`config.mk`:
```
export PLATFORM = sky130hd
export DESIGN_NAME = turtle_grid_plotter
export DESIGN_NICKNAME = d
export VERILOG_FILES = /design/src/rtl/tgp_pkg.sv /design/src/rtl/tgp_ram.sv /design/src/rtl/tgp_ctrl.sv /design/src/rtl/tgp_dp.sv /design/src/rtl/turtle_grid_plotter.sv
export VERILOG_INCLUDE_DIRS = /design/src /design/src/rtl
export SDC_FILE = /design/constraint.sdc
export NUM_CORES = 2
export LEC_CHECK = 0
export ABC_AREA = 1
export BUFFER_PORTS_ARGS = -buffer_cell sky130_fd_sc_hd__clkbuf_2
export CAP_MARGIN = 25
export CORE_MARGIN = 2
export CORE_UTILIZATION = 30
export DETAILED_ROUTE_END_ITERATION = 16
export MAX_ROUTING_LAYER = met4
export PLACE_DENSITY = 0.48
export SYNTH_ARGS = -nofsm -noshare
export SYNTH_HDL_FRONTEND = slang
export SYNTH_SLANG_ARGS = --single-unit
```
`constraint.sdc`:
```
create_clock -name aclk -period 4 [get_ports aclk]
set_input_delay 0.2 -clock aclk [delete_from_list [all_inputs] [get_ports aclk]]
set_output_delay 0.2 -clock aclk [all_outputs]
set_load 0.005 [all_outputs]
```
`src/rtl/turtle_grid_plotter_assert.svh`:
```
// Assertion macros, clocked on aclk, held off during reset.
`ifndef TURTLE_GRID_PLOTTER_ASSERT_SVH
`define TURTLE_GRID_PLOTTER_ASSERT_SVH

`define TGP_ASSERT_SAME(lbl, ante, cons, msg) \
    lbl: assert property (@(posedge aclk) disable iff (!aresetn) (ante) |-> (cons)) \
        else $error(msg);

`define TGP_ASSERT_NEXT(lbl, ante, cons, msg) \
    lbl: assert property (@(posedge aclk) disable iff (!aresetn) (ante) |=> (cons)) \
        else $error(msg);

`endif

```
`src/rtl/tgp_pkg.sv`:
```
`default_nettype none

package tgp_pkg;

    localparam int GRID_SIZE_DEF = 32;

    localparam int ACTION_W = 4;
    localparam int DIST_W   = 16;
    localparam int RC_W     = 5;
    localparam int HEAD_W   = 2;

    typedef enum logic [ACTION_W-1:0] {
        ACT_NONE      = 4'd0,
        ACT_PEN_UP    = 4'd1,
        ACT_PEN_DOWN  = 4'd2,
        ACT_RIGHT     = 4'd3,
        ACT_LEFT      = 4'd4,
        ACT_FORWARD   = 4'd5,
        ACT_READ      = 4'd6,
        ACT_MARK_ON   = 4'd7,
        ACT_MARK_OFF  = 4'd8,
        ACT_RESET     = 4'd9
    } action_t;

    localparam logic [HEAD_W-1:0] HEAD_NORTH = 2'd0;
    localparam logic [HEAD_W-1:0] HEAD_EAST  = 2'd1;
    localparam logic [HEAD_W-1:0] HEAD_SOUTH = 2'd2;
    localparam logic [HEAD_W-1:0] HEAD_WEST  = 2'd3;

    typedef struct packed {
        logic load;
        logic decode;
        logic plan;
        logic sweep;
        logic finish;
    } tgp_cmd_t;

    typedef struct packed {
        logic is_move;
        logic sweep_go;
        logic sweep_last;
        logic out_free;
    } tgp_sts_t;

endpackage

`default_nettype wire

```
`src/rtl/tgp_ram.sv`:
```
`default_nettype none

module tgp_ram #(
    parameter int WIDTH = 32,
    parameter int DEPTH = 32
) (
    input  wire logic                     clk,
    input  wire logic                     wr_en,
    input  wire logic [$clog2(DEPTH)-1:0] wr_addr,
    input  wire logic [WIDTH-1:0]         wr_data,
    input  wire logic                     rd_en,
    input  wire logic [$clog2(DEPTH)-1:0] rd_addr,
    output logic      [WIDTH-1:0]         rd_data
);

    logic [WIDTH-1:0] mem [DEPTH];

    always_ff @(posedge clk) begin
        if (wr_en) begin
            mem[wr_addr] <= wr_data;
        end
        if (rd_en) begin
            rd_data <= mem[rd_addr];
        end
    end

endmodule

`default_nettype wire

```
`src/rtl/tgp_ctrl.sv`:
```
`default_nettype none

module tgp_ctrl
    import tgp_pkg::*;
(
    input  wire logic     aclk,
    input  wire logic     aresetn,
    input  wire logic     s_valid,
    output logic          s_ready,
    input  wire tgp_sts_t sts,
    output tgp_cmd_t      cmd
);

    typedef enum logic [2:0] {
        ST_IDLE,
        ST_DECODE,
        ST_PLAN,
        ST_SWEEP,
        ST_DRAIN,
        ST_FINISH
    } state_t;

    state_t state_reg;

    always_ff @(posedge aclk) begin
        if (!aresetn) begin
            state_reg <= ST_IDLE;
        end else begin
            case (state_reg)
                ST_IDLE: begin
                    if (s_valid) state_reg <= ST_DECODE;
                end
                ST_DECODE: begin
                    state_reg <= sts.is_move ? ST_PLAN : ST_FINISH;
                end
                ST_PLAN: begin
                    state_reg <= sts.sweep_go ? ST_SWEEP : ST_FINISH;
                end
                ST_SWEEP: begin
                    if (sts.sweep_last) state_reg <= ST_DRAIN;
                end
                ST_DRAIN: begin
                    state_reg <= ST_FINISH;
                end
                ST_FINISH: begin
                    if (sts.out_free) state_reg <= ST_IDLE;
                end
                default: begin
                    state_reg <= ST_IDLE;
                end
            endcase
        end
    end

    assign s_ready    = (state_reg == ST_IDLE);
    assign cmd.load   = s_ready && s_valid;
    assign cmd.decode = (state_reg == ST_DECODE);
    assign cmd.plan   = (state_reg == ST_PLAN);
    assign cmd.sweep  = (state_reg == ST_SWEEP);
    assign cmd.finish = (state_reg == ST_FINISH);

endmodule

`default_nettype wire

```
`src/rtl/tgp_dp.sv`:
```
`default_nettype none

module tgp_dp
    import tgp_pkg::*;
#(
    parameter int GRID_SIZE = GRID_SIZE_DEF
) (
    input  wire logic                     aclk,
    input  wire logic                     aresetn,
    input  wire tgp_cmd_t                 cmd,
    output tgp_sts_t                      sts,
    input  wire logic [ACTION_W-1:0]      s_action,
    input  wire logic signed [DIST_W-1:0] s_move_distance,
    input  wire logic [RC_W-1:0]          s_read_row,
    input  wire logic [RC_W-1:0]          s_read_col,
    output logic                          m_valid,
    input  wire logic                     m_ready,
    output logic [RC_W-1:0]               m_pos_x,
    output logic [RC_W-1:0]               m_pos_y,
    output logic [HEAD_W-1:0]             m_heading,
    output logic                          m_pen_is_down,
    output logic                          m_cell_marked,
    output logic                          m_turtle_shown
);

    localparam int CW = $clog2(GRID_SIZE);
    localparam int IW = ((CW > RC_W) ? CW : RC_W) + 1;
    localparam int SW = DIST_W + 2;
    localparam logic [CW-1:0]        MAX_C   = CW'(GRID_SIZE - 1);
    localparam logic signed [SW-1:0] SUM_MAX = SW'(GRID_SIZE - 1);
    localparam logic [IW-1:0]        GRID_W  = IW'(GRID_SIZE);

    // latched command
    logic [ACTION_W-1:0]      act_reg;
    logic signed [DIST_W-1:0] dist_reg;
    logic [RC_W-1:0]          rrow_reg;
    logic [RC_W-1:0]          rcol_reg;

    // turtle state
    logic [CW-1:0]     x_reg, y_reg, ox_reg, oy_reg;
    logic [HEAD_W-1:0] facing_reg;
    logic              pen_reg;
    logic              marker_reg;

    // row sweep
    logic [GRID_SIZE-1:0] vld_reg;
    logic [GRID_SIZE-1:0] mask_reg;
    logic [GRID_SIZE-1:0] mask_next;
    logic [CW-1:0]        row_cnt_reg, row_hi_reg, wr_row_reg;
    logic                 wr_pend_reg;

    logic                 m_valid_reg;

    // ram
    logic                 rd_en;
    logic [CW-1:0]        rd_addr;
    logic [GRID_SIZE-1:0] rd_data;
    logic [GRID_SIZE-1:0] wr_data;

    // move math
    logic                 horiz;
    logic [CW-1:0]        base;
    logic signed [SW-1:0] base_s, dist_s, sum;
    logic [CW-1:0]        clamped;
    logic                 moved_x, moved_y;
    logic [CW-1:0]        lo_x, hi_x, lo_y, hi_y;

    // read
    logic [IW-1:0] rrow_w, rcol_w, x_w, y_w;
    logic [CW-1:0] rrow_idx, rcol_idx;
    logic          is_read, in_range, marked, shown;

    always_comb begin
        horiz   = (facing_reg == HEAD_EAST) || (facing_reg == HEAD_WEST);
        base    = horiz ? x_reg : y_reg;
        base_s  = signed'(SW'(base));
        dist_s  = {{(SW-DIST_W){dist_reg[DIST_W-1]}}, dist_reg};
        if ((facing_reg == HEAD_NORTH) || (facing_reg == HEAD_WEST)) begin
            sum = base_s - dist_s;
        end else begin
            sum = base_s + dist_s;
        end
        if (sum < 0) begin
            clamped = '0;
        end else if (sum > SUM_MAX) begin
            clamped = MAX_C;
        end else begin
            clamped = sum[CW-1:0];
        end
    end

    always_comb begin
        moved_x = (x_reg != ox_reg);
        moved_y = (y_reg != oy_reg);
        lo_x    = (x_reg < ox_reg) ? x_reg : ox_reg;
        hi_x    = (x_reg < ox_reg) ? ox_reg : x_reg;
        lo_y    = (y_reg < oy_reg) ? y_reg : oy_reg;
        hi_y    = (y_reg < oy_reg) ? oy_reg : y_reg;
        for (int i = 0; i < GRID_SIZE; i++) begin
            if (moved_x) begin
                mask_next[i] = (CW'(i) >= lo_x) && (CW'(i) <= hi_x);
            end else begin
                mask_next[i] = (CW'(i) == x_reg);
            end
        end
    end

    always_comb begin
        rrow_w   = IW'(rrow_reg);
        rcol_w   = IW'(rcol_reg);
        x_w      = IW'(x_reg);
        y_w      = IW'(y_reg);
        rrow_idx = rrow_w[CW-1:0];
        rcol_idx = rcol_w[CW-1:0];
        is_read  = (act_reg == ACT_READ);
        in_range = (rrow_w < GRID_W) && (rcol_w < GRID_W);
        marked   = is_read && in_range && vld_reg[rrow_idx] && rd_data[rcol_idx];
        shown    = is_read && in_range && (rrow_idx == y_reg) && (rcol_idx == x_reg)
                   && marker_reg;
    end

    assign rd_en   = cmd.sweep || (cmd.decode && is_read);
    assign rd_addr = cmd.sweep ? row_cnt_reg : rrow_idx;
    assign wr_data = (vld_reg[wr_row_reg] ? rd_data : '0) | mask_reg;

    tgp_ram #(
        .WIDTH (GRID_SIZE),
        .DEPTH (GRID_SIZE)
    ) u_grid (
        .clk     (aclk),
        .wr_en   (wr_pend_reg),
        .wr_addr (wr_row_reg),
        .wr_data (wr_data),
        .rd_en   (rd_en),
        .rd_addr (rd_addr),
        .rd_data (rd_data)
    );

    always_ff @(posedge aclk) begin
        if (cmd.load) begin
            act_reg  <= s_action;
            dist_reg <= s_move_distance;
            rrow_reg <= s_read_row;
            rcol_reg <= s_read_col;
        end
        if (cmd.plan) begin
            mask_reg    <= mask_next;
            row_cnt_reg <= moved_x ? y_reg : lo_y;
            row_hi_reg  <= moved_x ? y_reg : hi_y;
        end else if (cmd.sweep) begin
            row_cnt_reg <= row_cnt_reg + 1'b1;
        end
        if (cmd.sweep) begin
            wr_row_reg <= row_cnt_reg;
        end
        if (cmd.finish && sts.out_free) begin
            m_pos_x        <= x_w[RC_W-1:0];
            m_pos_y        <= y_w[RC_W-1:0];
            m_heading      <= facing_reg;
            m_pen_is_down  <= pen_reg;
            m_cell_marked  <= marked;
            m_turtle_shown <= shown;
        end
    end

    always_ff @(posedge aclk) begin
        if (!aresetn) begin
            x_reg       <= '0;
            y_reg       <= '0;
            ox_reg      <= '0;
            oy_reg      <= '0;
            facing_reg  <= HEAD_EAST;
            pen_reg     <= 1'b0;
            marker_reg  <= 1'b1;
            vld_reg     <= '0;
            wr_pend_reg <= 1'b0;
            m_valid_reg <= 1'b0;
        end else begin
            wr_pend_reg <= cmd.sweep;
            if (wr_pend_reg) begin
                vld_reg[wr_row_reg] <= 1'b1;
            end
            if (cmd.decode) begin
                case (act_reg)
                    ACT_PEN_UP:   pen_reg    <= 1'b0;
                    ACT_PEN_DOWN: pen_reg    <= 1'b1;
                    ACT_RIGHT:    facing_reg <= facing_reg + 1'b1;
                    ACT_LEFT:     facing_reg <= facing_reg - 1'b1;
                    ACT_FORWARD: begin
                        ox_reg <= x_reg;
                        oy_reg <= y_reg;
                        if (horiz) begin
                            x_reg <= clamped;
                        end else begin
                            y_reg <= clamped;
                        end
                    end
                    ACT_MARK_ON:  marker_reg <= 1'b1;
                    ACT_MARK_OFF: marker_reg <= 1'b0;
                    ACT_RESET: begin
                        vld_reg    <= '0;
                        x_reg      <= '0;
                        y_reg      <= '0;
                        facing_reg <= HEAD_EAST;
                        pen_reg    <= 1'b0;
                    end
                    default: begin
                    end
                endcase
            end
            if (cmd.finish && sts.out_free) begin
                m_valid_reg <= 1'b1;
            end else if (m_ready) begin
                m_valid_reg <= 1'b0;
            end
        end
    end

    assign m_valid        = m_valid_reg;
    assign sts.is_move    = (act_reg == ACT_FORWARD);
    assign sts.sweep_go   = pen_reg && (moved_x || moved_y);
    assign sts.sweep_last = (row_cnt_reg == row_hi_reg);
    assign sts.out_free   = !m_valid_reg || m_ready;

endmodule

`default_nettype wire

```
`src/rtl/turtle_grid_plotter.sv`:
```
// Every command returns one result beat; forward also updates the grid when the pen
// marks cells: a column of N cells (N up to GRID_SIZE) is swept with one grid row
// read-modify-written per cycle, while a row of cells needs only its own grid row.
// Throughput: one command at a time; next beat taken the cycle after the result loads.
// Reset (aresetn, synchronous): grid cleared at once through per-row valid bits,
// turtle at origin heading east, pen up, marker display on. No clearing pass.
`default_nettype none

`include "turtle_grid_plotter_assert.svh"

module turtle_grid_plotter
    import tgp_pkg::*;
#(
    parameter int GRID_SIZE = GRID_SIZE_DEF
) (
    input  wire logic                     aclk,
    input  wire logic                     aresetn,
    input  wire logic                     s_valid,
    output logic                          s_ready,
    input  wire logic [ACTION_W-1:0]      s_action,
    input  wire logic signed [DIST_W-1:0] s_move_distance,
    input  wire logic [RC_W-1:0]          s_read_row,
    input  wire logic [RC_W-1:0]          s_read_col,
    output logic                          m_valid,
    input  wire logic                     m_ready,
    output logic [RC_W-1:0]               m_pos_x,
    output logic [RC_W-1:0]               m_pos_y,
    output logic [HEAD_W-1:0]             m_heading,
    output logic                          m_pen_is_down,
    output logic                          m_cell_marked,
    output logic                          m_turtle_shown
);

    tgp_cmd_t cmd;
    tgp_sts_t sts;

    tgp_ctrl u_ctrl (
        .aclk    (aclk),
        .aresetn (aresetn),
        .s_valid (s_valid),
        .s_ready (s_ready),
        .sts     (sts),
        .cmd     (cmd)
    );

    tgp_dp #(
        .GRID_SIZE (GRID_SIZE)
    ) u_dp (
        .aclk            (aclk),
        .aresetn         (aresetn),
        .cmd             (cmd),
        .sts             (sts),
        .s_action        (s_action),
        .s_move_distance (s_move_distance),
        .s_read_row      (s_read_row),
        .s_read_col      (s_read_col),
        .m_valid         (m_valid),
        .m_ready         (m_ready),
        .m_pos_x         (m_pos_x),
        .m_pos_y         (m_pos_y),
        .m_heading       (m_heading),
        .m_pen_is_down   (m_pen_is_down),
        .m_cell_marked   (m_cell_marked),
        .m_turtle_shown  (m_turtle_shown)
    );

    `TGP_ASSERT_NEXT(a_one_at_a_time, s_valid && s_ready, !s_ready, "ready held after beat")
    `TGP_ASSERT_NEXT(a_result_loaded, cmd.finish && sts.out_free, m_valid, "result not loaded")
    `TGP_ASSERT_NEXT(a_plan_follows, cmd.decode && sts.is_move, cmd.plan, "move skipped plan")
    `TGP_ASSERT_SAME(a_sweep_busy, cmd.sweep, !s_ready && !cmd.finish, "sweep overlaps")

endmodule

`default_nettype wire

```
==> results_dict.tcl <==
set metrics [dict create \
    status "finished, final reports clean" \
    cts_buffers 138 \
    tightest_slew_ns 0.9500 \
    track_usage_pct 19.21 \
    cts_hold_buf 33 \
    antenna_found_initial 1 \
    power_leakage_nw 18.95 \
    fin_nets 4165 \
    first_global_vias 32420 \
    synth_edf_count 1148 \
    synthCells 3976 \
    setup_tns_ns 0 \
    clockBufferDepth 3 \
    synth_area_per_cell_sq_um 12.52 \
    ys_top_cells_by_area "edfxtp_1, nor2_1, o21ai_0, o221ai_1, dfxtp_1" \
    synth-seq-cells 1209 \
    utilization_pct 35.35 \
    cp_slowest_stage_delay_ns 0.43 \
    slew_headroom_pct 36.52 \
    grt_first_pass_wirelength_um 231400 \
    regMostFlops "u_dp.u_grid.mem" \
    ys_warn_count 0 \
    setup_viol 0 \
    final_max_slew_viol_count 0 \
    clk_latency_ns 0.78 \
    synth_nets 4030 \
    synth_compound_area_share_pct 14.15 \
    cts_root_buf "clkbuf_16" \
    drt-total-wl_um 160700 \
    area_growth_pct 17.04 \
    syn_area_sq_um 49780 \
    drtIter0Drc 3030 \
    postCtsResizedCells 0 \
    synth_top_family_by_area "compound AO/OA/AOI/OAI gates" \
    postRouteAntennaNets 0 \
    layout-drive-gt1-share_pct 11.77 \
    start_kind "flop" \
    overflow 0 \
    grt_max_degree 132 \
    clkSlewWorstSetupHoldPaths_ns 0.05 \
    dieArea_sq_um 169200 \
    synth_simple_gate_area_share_pct 9.433 \
    synth_xor_area_share_pct 0.2463 \
    die_x_um 411.3 \
    cp.required_ns 4.64 \
    num_io_pins 51 \
    min_period_over_period_pct 83.04 \
    critical_path_class "reg2reg" \
    rsz0062_at_grt "no" \
    min_period_ns 3.322 \
    max_freq_mhz 301.0 \
    synthAdderAreaFrac_pct 0.5178 \
    fp.coreArea_sq_um 164800 \
    vdd_ir_drop_max_mv 0.3683 \
    largest_reg_flops 1024 \
    avgRoutedWirePerCell_um 25.07 \
    cp.arrival_ns 3.97 \
    initial_utilization_pct 30.20 \
    cp_max_fo 5 \
    crit_family "simple AND/OR/NAND/NOR gates" \
    io_buffers 50 \
    hp-class "in2reg" \
    yosysTopAreaCellShare_pct 69.25 \
    cellPowerDensity_nw_per_um2 493.9 \
    synth_flop_cell "edfxtp_1" \
    htree_levels 4 \
    end_kind "flop" \
    crit_slowest_cell "edfxtp_1" \
    crit_chain "inv_1 -> ha_1 -> nand2_1 -> nor2_1 -> nor2_1 -> xor2_1 -> inv_1 -> ha_1 -> nand2_1 -> nor2_1 -> nand2_1 -> nand3_1 -> nand3_1 -> inv_1 -> nand3_1 -> nor2_1 -> a21oi_1 -> nor2_1 -> nand4_1 -> nand2_1 -> a21oi_1" \
    synth.distinct_cells 55 \
    async_flop_share_pct 0 \
    clock-sinks 1209 \
    cts_tree "built" \
    gp_congestion 0.8943 \
    hold_viol_final 0 \
    vias 33740 \
    path_buf_inv 3 \
    viasPerCell 5.262 \
    die_h_um 411.3 \
    cp_common_cell "nor2_1" \
    num_rows 149 \
    yosys.area.top_type "edfxtp_1" \
    dr.pass1.iters 8 \
    max_cap_violations 0 \
    dp_hpwl_um 88970 \
    post_cts.repair.setup_buffers 0 \
    drc 0 \
    seq_area_frac_synth_pct 71.71 \
    muxShareOfSynthArea_pct 0 \
    final.setup_skew_ns 0.03009 \
]
stage by stage:
step | instance area (sq um) | instances | hold WS [ns] | power (W) | setup WS (ns)
CTS | 58260 | 6410 | 0.09115 | 0.02902 | 0.7007
global placement | 53640 | 6127 | 0.3766 | 0.01694 | 0.7670
finish | 58260 | 6412 | 0.1496 | 0.02878 | 0.6783
floorplan | 49780 | 3976 | 0.2989 | 0.01597 | 1.177
detailed placement | 53640 | 6127 | 0.3793 | 0.01693 | 0.7275
global route | 58260 | 6410 | 0.1211 | 0.02980 | 0.3236
cells in the mapped netlist, drive strengths merged (13+ instances only):
cell / number
clkbuf: 64
buf: 182
o21bai: 32
nor3: 19
nor2: 767
nand3: 130
o221ai: 205
ha: 19
o21ai: 668
nand2: 210
edfxtp: 1148
dfxtp: 61
a21oi: 67
a22oi: 13
a31oi: 40
o22ai: 70
nand4: 22
inv: 171
o211ai: 41
cells in the final DEF, fill, tap and decap left out, drive strengths merged, types with 9 or more instances in the layout:
cell type    instances
o211ai              41
nand4               22
a22oi               13
o22ai               70
nor2               767
o21ai              668
edfxtp            1148
o21bai              32
o221ai             205
a21oi               67
a31oi               40
ha                  19
inv                176
clkbuf             237
xnor2                9
nand2              210
nor3                19
nand3              130
clkinv              52
buf                158
dlygate4sd3         33
dfxtp               61
cells by family after synthesis:
logic type      after synthesis
simple gates               1154
xor+xnor                     14
fa+ha+maj                    20
buf+inv                     419
flops                      1209
compound gates             1160
where the power goes:
part           leakage, nW  internal, W  switching [W]
Clock                 2.07      0.00689        0.00519
Sequential            11.0       0.0138      0.0000760
Combinational         5.89     0.000845        0.00200
worst paths after layout:
kind / start / end / slack (ns) / depth (start not counted)
max: u_dp.dist_reg[0]$_DFFE_PP_ / u_dp.x_reg[2]$_SDFFE_PN0P_ / 0.68 / 21
min: s_read_col[1] / u_dp.rcol_idx[1]$_DFFE_PP_ / 0.15 / 2
min reg2reg: u_dp.facing_reg[1]$_SDFFE_PN0P_ / u_dp.m_heading[1]$_DFFE_PP_ / 0.49 / 0
max reg2reg: u_dp.dist_reg[0]$_DFFE_PP_ / u_dp.x_reg[2]$_SDFFE_PN0P_ / 0.68 / 21
routing by layer:
metal | routed length, um | track usage, % | up-vias
met5 | 0 | - | -
met4 | 4498 | 5.981 | 0
met3 | 7685 | 2.700 | 253
met2 | 76030 | 30.36 | 964
met1 | 72530 | 25.59 | 17370
li1 | - | - | 15150
layout make-up:
class / count / area, sq um
diodes: 2 / 5.005
clock buffers: 187 / 3761
clock inverters: 63 / 523.0
fillers: 16130 / 106500
inverters: 173 / 681.9
multi-input cells: 2348 / 12510
flip-flops and latches: 1209 / 35690
well taps: 2189 / 2739
repair buffers: 241 / 2342
Note: power is estimated with default switching activity, not from simulation.
